===== src/rtl/polyline_douglas_peucker_simplifier_assert.svh =====
// assertion macros for the polyline simplifier
`ifndef POLYLINE_DOUGLAS_PEUCKER_SIMPLIFIER_ASSERT_SVH
`define POLYLINE_DOUGLAS_PEUCKER_SIMPLIFIER_ASSERT_SVH
`ifndef SYNTHESIS
`define PDP_ASSERT(lbl, prop) lbl: assert property (@(posedge clk_i) disable iff (!rst_ni) \
  prop) else $error("pdp assertion failed");
`define PDP_NEVER(lbl, cond) lbl: assert property (@(posedge clk_i) disable iff (!rst_ni) \
  !(cond)) else $error("pdp forbidden condition");
`else
`define PDP_ASSERT(lbl, prop)
`define PDP_NEVER(lbl, cond)
`endif
`endif


===== src/rtl/pdp_pkg.sv =====
// shared types and constants of the polyline simplifier
`default_nettype none
package pdp_pkg;
  localparam int MaxPoints = 64;
  localparam int IdxW      = $clog2(MaxPoints);
  localparam int CntW      = $clog2(MaxPoints + 1);
  localparam int CoordW    = 24;
  localparam int IdW       = 16;
  localparam int TolW      = 24;
  localparam logic [TolW-1:0] TolReset = 24'd256;
  localparam int DiffW     = CoordW + 1;
  localparam int HalfW     = 25;
  localparam int OpW       = HalfW + 1;
  localparam int ProdW     = 2 * OpW;
  localparam int SqW       = 2 * HalfW;
  localparam int DotW      = SqW + 1;
  localparam int WideW     = 2 * SqW;
  localparam int AccW      = WideW + 1;
  localparam int StkW      = 2 * IdxW;
  localparam int StepW     = 4;

  typedef enum logic [1:0] {MAC_NOP, MAC_LD, MAC_ADD, MAC_SUB} mac_op_e;
  typedef enum logic [3:0] {
    OPS_PXS, OPS_PYS, OPS_PXE, OPS_PYE, OPS_DX, OPS_DY, OPS_TOL,
    OPS_W0, OPS_W1, OPS_M0, OPS_M1
  } opnd_e;
  typedef enum logic [1:0] {SH_0, SH_1H, SH_2H} shift_e;
  typedef enum logic [3:0] {
    DST_NONE, DST_DPS, DST_DOT, DST_CRS, DST_DPE, DST_LEN, DST_T2, DST_LIM, DST_RES
  } dst_e;

  typedef struct packed {
    mac_op_e op;
    opnd_e   a;
    opnd_e   b;
    shift_e  sh;
    dst_e    dst;
  } mac_t;

  typedef struct packed {
    logic            ld_we;
    logic [IdxW-1:0] ld_addr;
    logic [IdxW-1:0] rd_addr;
    logic            lat_s;
    logic            lat_e;
    logic            lat_p;
    mac_t            mac;
    logic            sel_lim;
    logic            sel_dist;
    logic            best_clr;
    logic            best_upd;
    logic            keep_set;
    logic            keep_clr;
    logic [IdxW-1:0] keep_idx;
    logic            stk_we;
    logic [IdxW-1:0] stk_waddr;
    logic [StkW-1:0] stk_wdata;
    logic [IdxW-1:0] stk_raddr;
  } cmd_t;

  typedef struct packed {
    logic [StkW-1:0] stk_rdata;
    logic            gt;
    logic            over;
  } sts_t;
endpackage
`default_nettype wire


===== src/rtl/pdp_ctrl.sv =====
// controller: load, segment stack walk, point scan sequencing and emission
`default_nettype none
`include "polyline_douglas_peucker_simplifier_assert.svh"
module pdp_ctrl (
  input  logic          clk_i,
  input  logic          rst_ni,
  input  logic          s_valid_i,
  input  logic          s_last_i,
  output logic          s_ready_o,
  output logic          m_valid_o,
  input  logic          m_ready_i,
  output logic          m_last_o,
  output logic          m_ovf_o,
  output pdp_pkg::cmd_t cmd_o,
  input  pdp_pkg::sts_t sts_i
);
  import pdp_pkg::*;

  typedef enum logic [15:0] {
    ST_LOAD  = 16'h0001,
    ST_KEEP0 = 16'h0002,
    ST_KEEPN = 16'h0004,
    ST_POP   = 16'h0008,
    ST_STK   = 16'h0010,
    ST_RDS   = 16'h0020,
    ST_RDE   = 16'h0040,
    ST_SMAC  = 16'h0080,
    ST_PRD   = 16'h0100,
    ST_PLAT  = 16'h0200,
    ST_PMAC  = 16'h0400,
    ST_SEND  = 16'h0800,
    ST_PUSH  = 16'h1000,
    ST_EMRD  = 16'h2000,
    ST_EMOUT = 16'h4000,
    ST_SPARE = 16'h8000
  } state_e;

  state_e            state_q, state_d;
  logic [CntW-1:0]   cnt_q, cnt_d, depth_q, depth_d;
  logic              ovf_q, ovf_d;
  logic [IdxW-1:0]   idx_q, idx_d, seg_s_q, seg_s_d, seg_e_q, seg_e_d, best_q, best_d;
  logic [StepW-1:0]  step_q, step_d;
  logic [IdxW-1:0]   last_idx;
  logic              depth_ok;

  assign last_idx = IdxW'(cnt_q - CntW'(1));
  assign depth_ok = depth_q < CntW'(MaxPoints);

  function automatic mac_t mk(mac_op_e op, opnd_e a, opnd_e b, shift_e sh, dst_e dst);
    mac_t m;
    m.op = op; m.a = a; m.b = b; m.sh = sh; m.dst = dst;
    return m;
  endfunction

  always_comb begin
    state_d = state_q;
    cnt_d   = cnt_q;
    depth_d = depth_q;
    ovf_d   = ovf_q;
    idx_d   = idx_q;
    seg_s_d = seg_s_q;
    seg_e_d = seg_e_q;
    best_d  = best_q;
    step_d  = step_q;
    cmd_o   = '0;
    cmd_o.mac = mk(MAC_NOP, OPS_PXS, OPS_PXS, SH_0, DST_NONE);
    cmd_o.rd_addr = idx_q;
    cmd_o.keep_idx = idx_q;
    s_ready_o = 1'b0;
    m_valid_o = 1'b0;
    m_last_o  = (idx_q == last_idx);
    unique case (state_q)
      ST_LOAD: begin
        s_ready_o = 1'b1;
        cmd_o.ld_addr = cnt_q[IdxW-1:0];
        if (s_valid_i) begin
          if (cnt_q < CntW'(MaxPoints)) begin
            cmd_o.ld_we = 1'b1;
            cnt_d = cnt_q + CntW'(1);
          end else begin
            ovf_d = 1'b1;
          end
          if (s_last_i) state_d = ST_KEEP0;
        end
      end
      ST_KEEP0: begin
        cmd_o.keep_set = 1'b1;
        cmd_o.keep_idx = '0;
        state_d = ST_KEEPN;
      end
      ST_KEEPN: begin
        cmd_o.keep_set = 1'b1;
        cmd_o.keep_idx = last_idx;
        cmd_o.stk_waddr = depth_q[IdxW-1:0];
        cmd_o.stk_wdata = {{IdxW{1'b0}}, last_idx};
        if (cnt_q > CntW'(2) && depth_ok) begin
          cmd_o.stk_we = 1'b1;
          depth_d = depth_q + CntW'(1);
        end
        state_d = ST_POP;
      end
      ST_POP: begin
        cmd_o.stk_raddr = IdxW'(depth_q - CntW'(1));
        if (depth_q == '0) begin
          idx_d = '0;
          state_d = ST_EMRD;
        end else begin
          depth_d = depth_q - CntW'(1);
          state_d = ST_STK;
        end
      end
      ST_STK: begin
        seg_s_d = sts_i.stk_rdata[StkW-1:IdxW];
        seg_e_d = sts_i.stk_rdata[IdxW-1:0];
        state_d = ST_RDS;
      end
      ST_RDS: begin
        cmd_o.rd_addr = seg_s_q;
        state_d = ST_RDE;
      end
      ST_RDE: begin
        cmd_o.rd_addr = seg_e_q;
        cmd_o.lat_s = 1'b1;
        step_d = '0;
        state_d = ST_SMAC;
      end
      ST_SMAC: begin
        step_d = step_q + StepW'(1);
        case (step_q)
          4'd0: begin
            cmd_o.lat_e = 1'b1;
            cmd_o.mac = mk(MAC_LD, OPS_TOL, OPS_TOL, SH_0, DST_T2);
          end
          4'd1: cmd_o.mac = mk(MAC_LD, OPS_DX, OPS_DX, SH_0, DST_NONE);
          4'd2: cmd_o.mac = mk(MAC_ADD, OPS_DY, OPS_DY, SH_0, DST_LEN);
          4'd4: cmd_o.sel_lim = 1'b1;
          4'd5: cmd_o.mac = mk(MAC_LD, OPS_W0, OPS_M0, SH_0, DST_NONE);
          4'd6: cmd_o.mac = mk(MAC_ADD, OPS_W1, OPS_M0, SH_1H, DST_NONE);
          4'd7: cmd_o.mac = mk(MAC_ADD, OPS_W0, OPS_M1, SH_1H, DST_NONE);
          4'd8: cmd_o.mac = mk(MAC_ADD, OPS_W1, OPS_M1, SH_2H, DST_LIM);
          4'd9: begin
            cmd_o.best_clr = 1'b1;
            idx_d  = seg_s_q + IdxW'(1);
            best_d = seg_s_q;
            state_d = ST_PRD;
          end
          default: ;
        endcase
      end
      ST_PRD: begin
        if (idx_q >= seg_e_q) begin
          state_d = ST_SEND;
        end else begin
          state_d = ST_PLAT;
        end
      end
      ST_PLAT: begin
        cmd_o.lat_p = 1'b1;
        step_d = '0;
        state_d = ST_PMAC;
      end
      ST_PMAC: begin
        step_d = step_q + StepW'(1);
        case (step_q)
          4'd0:  cmd_o.mac = mk(MAC_LD, OPS_PXS, OPS_PXS, SH_0, DST_NONE);
          4'd1:  cmd_o.mac = mk(MAC_ADD, OPS_PYS, OPS_PYS, SH_0, DST_DPS);
          4'd2:  cmd_o.mac = mk(MAC_LD, OPS_PXS, OPS_DX, SH_0, DST_NONE);
          4'd3:  cmd_o.mac = mk(MAC_ADD, OPS_PYS, OPS_DY, SH_0, DST_DOT);
          4'd4:  cmd_o.mac = mk(MAC_LD, OPS_PXS, OPS_DY, SH_0, DST_NONE);
          4'd5:  cmd_o.mac = mk(MAC_SUB, OPS_PYS, OPS_DX, SH_0, DST_CRS);
          4'd6:  cmd_o.mac = mk(MAC_LD, OPS_PXE, OPS_PXE, SH_0, DST_NONE);
          4'd7:  cmd_o.mac = mk(MAC_ADD, OPS_PYE, OPS_PYE, SH_0, DST_DPE);
          4'd9:  cmd_o.sel_dist = 1'b1;
          4'd10: cmd_o.mac = mk(MAC_LD, OPS_W0, OPS_M0, SH_0, DST_NONE);
          4'd11: cmd_o.mac = mk(MAC_ADD, OPS_W1, OPS_M0, SH_1H, DST_NONE);
          4'd12: cmd_o.mac = mk(MAC_ADD, OPS_W0, OPS_M1, SH_1H, DST_NONE);
          4'd13: cmd_o.mac = mk(MAC_ADD, OPS_W1, OPS_M1, SH_2H, DST_RES);
          4'd15: begin
            cmd_o.best_upd = 1'b1;
            if (sts_i.gt) best_d = idx_q;
            idx_d = idx_q + IdxW'(1);
            state_d = ST_PRD;
          end
          default: ;
        endcase
      end
      ST_SEND: begin
        cmd_o.keep_idx  = best_q;
        cmd_o.stk_waddr = depth_q[IdxW-1:0];
        cmd_o.stk_wdata = {best_q, seg_e_q};
        if (sts_i.over) begin
          cmd_o.keep_set = 1'b1;
          if ({1'b0, seg_e_q} > ({1'b0, best_q} + (IdxW+1)'(1)) && depth_ok) begin
            cmd_o.stk_we = 1'b1;
            depth_d = depth_q + CntW'(1);
          end
          state_d = ST_PUSH;
        end else begin
          state_d = ST_POP;
        end
      end
      ST_PUSH: begin
        cmd_o.stk_waddr = depth_q[IdxW-1:0];
        cmd_o.stk_wdata = {seg_s_q, best_q};
        if ({1'b0, best_q} > ({1'b0, seg_s_q} + (IdxW+1)'(1)) && depth_ok) begin
          cmd_o.stk_we = 1'b1;
          depth_d = depth_q + CntW'(1);
        end
        state_d = ST_POP;
      end
      ST_EMRD: begin
        state_d = ST_EMOUT;
      end
      ST_EMOUT: begin
        m_valid_o = 1'b1;
        if (m_ready_i) begin
          if (m_last_o) begin
            cmd_o.keep_clr = 1'b1;
            cnt_d   = '0;
            ovf_d   = 1'b0;
            state_d = ST_LOAD;
          end else begin
            idx_d   = idx_q + IdxW'(1);
            state_d = ST_EMRD;
          end
        end
      end
      default: state_d = ST_LOAD;
    endcase
  end

  assign m_ovf_o = ovf_q;

  always_ff @(posedge clk_i or negedge rst_ni) begin
    if (!rst_ni) begin
      state_q <= ST_LOAD;
      cnt_q   <= '0;
      depth_q <= '0;
      ovf_q   <= 1'b0;
      idx_q   <= '0;
      seg_s_q <= '0;
      seg_e_q <= '0;
      best_q  <= '0;
      step_q  <= '0;
    end else begin
      state_q <= state_d;
      cnt_q   <= cnt_d;
      depth_q <= depth_d;
      ovf_q   <= ovf_d;
      idx_q   <= idx_d;
      seg_s_q <= seg_s_d;
      seg_e_q <= seg_e_d;
      best_q  <= best_d;
      step_q  <= step_d;
    end
  end

  `PDP_ASSERT(a_depth_cap, depth_q <= CntW'(MaxPoints))
  `PDP_ASSERT(a_emit_nonempty, m_valid_o |-> cnt_q != '0)
  `PDP_ASSERT(a_scan_inside, state_q == ST_PMAC |-> idx_q < seg_e_q)
  `PDP_ASSERT(a_clear_after_path, (m_valid_o && m_ready_i && m_last_o) |=> (cnt_q == '0 && !ovf_q))
  `PDP_NEVER(a_sides_exclusive, s_ready_o && m_valid_o)
endmodule
`default_nettype wire


===== config.mk =====
export PLATFORM = sky130hd
export DESIGN_NAME = pdp_ctrl
export DESIGN_NICKNAME = d
export VERILOG_FILES = /design/src/rtl/pdp_pkg.sv /design/src/rtl/pdp_ctrl.sv
export VERILOG_INCLUDE_DIRS = /design/src /design/src/rtl
export SDC_FILE = /design/constraint.sdc
export NUM_CORES = 1
export LEC_CHECK = 0
export BUFFER_PORTS_ARGS = -buffer_cell sky130_fd_sc_hd__clkbuf_2
export CAP_MARGIN = 40
export CORE_MARGIN = 8
export CORE_UTILIZATION = 50
export CTS_CLUSTER_SIZE = 14
export DETAILED_ROUTE_END_ITERATION = 10
export PLACE_DENSITY = 0.76
export SYNTH_ARGS = -nofsm -noshare
export SYNTH_HDL_FRONTEND = slang
export SYNTH_SLANG_ARGS = --single-unit

===== constraint.sdc =====
create_clock -name clk_i -period 3.6 [get_ports clk_i]
set_clock_uncertainty 0.05 [all_clocks]
set_input_delay 0.18 -clock clk_i [delete_from_list [all_inputs] [get_ports clk_i]]
set_output_delay 0.18 -clock clk_i [all_outputs]
set_load 0.005 [all_outputs]

Word-level counts from Yosys, hierarchy flattened
Index checks and enable logic that the tools add are counted.
W data, S select, Z words.
{ "word_totals": {"reg_bits": 59, "wordCells": 159, "inputBits": 19} }
{ "classes": {"muxes": 69, "n_eq_ne": 46, "n_addsub": 9, "reduce_logical": 20, "n_lt_le_gt_ge": 6} }
{ "op_table": {"columns": ["operator", "count"], "rows": [
  ["$pmux W16 S14", 1],
  ["$pmux W16 S12", 1],
  ["$pmux W16 S7", 1],
  ["$mux W16", 5],
  ["$mux W7", 10],
  ["$pmux W19 S3", 1],
  ["$mux W6", 9],
  ["$pmux W16 S2", 1],
  ["$eq A4 B4 Y1 const B", 7],
  ["$mux W14", 2],
  ["$ne A2 B2 Y1 const B", 14],
  ["$pmux W7 S4", 1],
  ["$mux W1", 27],
  ["$pmux W6 S2", 2],
  ["$pmux W6 S4", 1],
  ["$pmux W6 S3", 1],
  ["$eq A16 B1 Y1 const B", 1],
  ["$eq A16 B10 Y1 const B", 1],
  ["$eq A16 B11 Y1 const B", 1],
  ["$eq A16 B12 Y1 const B", 1],
  ["$eq A16 B13 Y1 const B", 1],
  ["$eq A16 B14 Y1 const B", 1],
  ["$eq A16 B15 Y1 const B", 1],
  ["$eq A16 B2 Y1 const B", 1],
  ["36 further kinds", 58]
]} }

Logic depth before layout (Yosys ltp)
{ "depth": {"word_depth": 6, "ltp_mapped": 14} }

Least setup slack after synthesis
OpenSTA, ideal clock, no wires.
{ "synth_timing": {"path_kind": "register -> register", "startpoint": "register best_q[2]", "endpoint": "register depth_q[1]", "path_stages_with_launch": 13, "path_slack_ns": 0.820, "synth_period_minus_slack_ns": 2.780, "required_ns": 3.425, "arrival_ns": 2.605, "path_buffers": 1, "cell_sequence": "dfrtp_1 > clkbuf_1 > and3_1 > nand3_1 > xor2_1 > ha_1 > o21a_1 > o22ai_1 > a311o_1 > o31ai_1 > nand4_4 > nor3_1 > a21oi_1"} }
{ "synth_via": {"elab_chain_len": 5} }
{ "synth_lines": {"columns": ["element", "line", "rtl"], "rows": [
  ["start: declaration", "pdp_ctrl.sv:41", "logic [IdxW-1:0] idx_q, idx_d, seg_s_q, seg_s_d, seg_e_q, seg_e_d, best_q, best_d;"],
  ["start signal: assignment", "pdp_ctrl.sv:253", "best_q <= best_d;"],
  ["$add A6 B1 Y7", "pdp_ctrl.sv:193", "if ({1'b0, seg_e_q} > ({1'b0, best_q} + (IdxW+1)'(1)) && depth_ok) begin"],
  ["$gt A6 B7 Y1", "pdp_ctrl.sv:193", null],
  ["$logic_and A1 B1 Y1", "pdp_ctrl.sv:193", null],
  ["$ne A2 B2 Y1 (no source line)", null, null],
  ["$reduce_and A6 Y1 (no source line) (*)", null, null],
  ["end signal: assignment", "pdp_ctrl.sv:248", "depth_q <= depth_d;"],
  ["end: declaration", "pdp_ctrl.sv:39", "logic [CntW-1:0] cnt_q, cnt_d, depth_q, depth_d;"]
]} }
Every way passes the cells marked *; elsewhere a longest branch is shown, timed or not.
A chain may end at the register's enable or synchronous reset.

==> impl_metrics.py <==
metrics = {
    "status": {
        "status": "completed",
    },
    "floorplan": {
        "io_pins": 92,
        "rows": 37,
        "die_x_um": 117,
        "fp.dieArea_um2": 13700,
        "die_h_um": 117,
        "design.core.area_um2": 10100,
        "initial_core_util_pct": 50.5,
    },
    "clock_tree": {
        "cts.sinks": 58,
        "cts_tree": "done",
        "cts_buffer_depth": 2,
        "insertion_delay_ns": 0.36,
        "clockRootBuffer": "clkbuf_8",
        "cts_inserted_buffers": 9,
        "cts.clk_slew.worst_paths_ns": 0.07,
        "cts.htree.levels": 3,
    },
    "cells_and_area": {
        "syn_to_final_growth_pct": 17.6,
        "nets": 790,
        "layoutNonFillerInstCount": 882,
        "drive_gt1_share_pct": 19.6,
        "antenna-diode-count": 0,
    },
    "drt": {
        "via_per_inst": 6.05,
        "remaining_drc_errors": 0,
        "route.met2.wl_mm": 7.75,
        "drtAntennaViolNets": 0,
        "via_count": 5336,
        "drt_iter0_markers": 540,
        "highest_layer": "met4",
        "wl_met1_mm": 6.92,
        "routed-wl-met3_mm": 1.25,
        "wirelength_mm": 16.5,
        "dr.pass1.iters": 6,
        "routedWlPerCell_um": 18.7,
    },
    "setup_path": {
        "worst_setup_path_start_kind": "flop",
        "path_max_fanout": 16,
        "crit_start": "state_q[9]",
        "cp.required_ns": 3.37,
        "critPathArrivalTime_ns": 3.13,
        "critPathKind": "reg -> out",
        "r2r_start": "seg_s_q[3]",
        "end_kind": "output pin",
    },
    "timing": {
        "min_period_ns": 3.36,
        "fin_hold_ws_ns": 0.0342,
        "period_share_pct": 93.3,
        "final_hold_viol_count": 0,
        "setup_viol": 0,
        "fin_tns_setup_ns": 0,
        "fmax_ghz": 0.298,
        "rsz0062_at_grt": "false",
        "tightestPinTransition_ns": 0.800,
        "relSlewSlack_pct": 46.4,
        "finalMaxSlewViolations": 0,
    },
    "synthesis": {
        "synthMuxAreaShare_pct": 1.79,
        "async_reset_ff_share_pct": 100,
        "synth_fa_ha_area_share_pct": 7.37,
        "synth.net_count": 703,
        "synth.avg_cell_area_um2": 7.79,
        "yosysSeqAreaShare_pct": 28.5,
        "synth_cell_types": 74,
        "synth_area_um2": 5100,
        "synthSimpleGateAreaFrac_pct": 33.0,
        "synth-seq-cells": 58,
        "synth_compound_area_share_pct": 18.7,
        "syn_inst": 654,
        "synth_flop_cell": "dfrtp_1",
        "yosys_warnings": 0,
        "synth_edf_count": 0,
        "synthXorXnorAreaFrac_pct": 5.18,
        "synth_top_family_by_area": "simple AND/OR/NAND/NOR gates",
    },
    "global_routing": {
        "grt_usage_pct": 25.2,
        "grt_pass1_wl_mm": 26.9,
        "grt_pass1_vias": 5181,
        "antenna_found_initial": 0,
        "grt_overflow": 0,
        "grt_max_degree": 32,
    },
    "place": {
        "post-dp-hpwl_mm": 12.4,
        "place_congestion": 0.979,
        "port_buffers": 91,
        "dp.cells": 853,
    },
    "job": {
        "cap_violations": 0,
    },
    "power_and_ir_drop": {
        "irDropWorstVdd_v": 0.000359,
        "p_per_area_nw_per_um2": 551,
        "leakage_nw": 2.91,
    },
    "min_path": {
        "min_from": "s_valid_i",
        "hold_path_class": "in -> reg",
    },
}
## placed cells by master, fill, tap and decap left out, types with 15 or more instances in the layout
master / synthesis / routed
clkbuf_2: 0 / 91
ha_1: 30 / 30
dfrtp_1: 57 / 57
o21ai_0: 44 / 44
inv_1: 30 / 30
nand4_1: 15 / 15
nor2_1: 62 / 62
nand3_1: 26 / 26
a21oi_1: 25 / 25
nand2_1: 116 / 116
## cell families after synthesis
family	Yosys count
AND/OR/NAND/NOR	315
AO/OA/AOI/OAI	144
buffers and inverters	71
flip-flops	58
adder cells (fa/ha/maj)	30
XOR/XNOR	27
multiplexers	9
## registers in the layout, summed over array words and instances (netlist names)
register  cells
idx_q         6
seg_s_q       6
m_ovf_o       1
state_q      15
best_q        6
seg_e_q       6
step_q        4
depth_q       7
cnt_q         7
## report_power, final
group          total (mW)  switching, mW  internal (mW)
Sequential           1.02          0.246          0.774
Combinational        1.62          0.919          0.702
Clock               0.665          0.288          0.376
## routing by layer
metal | up-vias | GRT usage, %
li1 | 2506 | -
met1 | 2546 | 32.4
met2 | 242 | 40.0
met3 | 42 | 4.67
met4 | 0 | 12.0
met5 | - | 0
## synthesized netlist by cell type (4+ instances only)
master	count	area, um^2
and3_1	7	43.8
ha_1	30	375
or3_1	6	37.5
nor4_4	4	85.1
a22oi_1	7	52.6
nand2_1	116	435
o22ai_1	8	50.1
xor2_1	12	105
a21oi_1	25	125
nor3_1	8	40.0
dfrtp_1	57	1430
buf_2	5	25.0
inv_1	30	113
o21ai_0	44	220
nor4_1	4	25.0
and4_1	4	35.0
and2_1	7	43.8
nand3_1	26	130
nand2b_1	10	62.6
o211ai_1	9	67.6
nand3b_1	5	37.5
a31oi_1	5	31.3
nor3b_1	7	52.6
nor2b_1	6	37.5
xnor2_1	13	114
nand4_1	15	93.8
a21o_1	8	60.1
nor2_1	62	233
mux2i_1	8	80.1
clkbuf_1	31	116
## per-stage QoR
stage          power, mW  setup slack [ns]  area [um^2]  util, %
6_report            3.31             0.242         5990     59.4
5_1_grt             3.57            0.0813         5990     59.4
4_1_cts             3.28             0.256         5990     59.3
3_5_place_dp        2.60             0.381         5650     56.0
3_3_place_gp        2.57             0.456         5650     56.0
2_1_floorplan       2.13             0.820         5100        -
## path summary, 6_finish.rpt
path / end / slack (ns) / cells after the start
worst max-delay path: cmd_o[28] / 0.24 / 7
worst min-delay path: m_ovf_o / 0.03 / 3
worst max register to register: depth_q[6] / 0.48 / 12
worst min register to register: m_ovf_o / 0.42 / 2
max in group asynchronous: state_q[5] / 2.21 / 3
min in group asynchronous: depth_q[2] / 0.37 / 2
## worst max-delay path: stages, from the launching register on
cell and delay (ns):
dfrtp_1 0.43, or4_1 0.72, nor4_4 0.43, nand2_1 0.41, and3_1 0.41, nand2_1 0.09
o211ai_1 0.12, clkbuf_2 0.16
## timing repair
action / in CTS / in global routing
gates resized for setup: 0 / 1
hold endpoints to repair: 38 / 0
buffers inserted: 0 / 0
setup endpoints to repair: 0 / 5
hold buffers: 13 / 0
## area by class of cell
class | instances | area (um^2)
multi-input cells | 525 | 3370
flip-flops and latches | 58 | 1450
inverters | 31 | 116
repair buffers | 116 | 676
fillers | 956 | 4100
clock buffers | 14 | 173
clock inverters | 2 | 35.0
well taps | 136 | 170
Note: power is estimated with default switching activity, not from simulation.
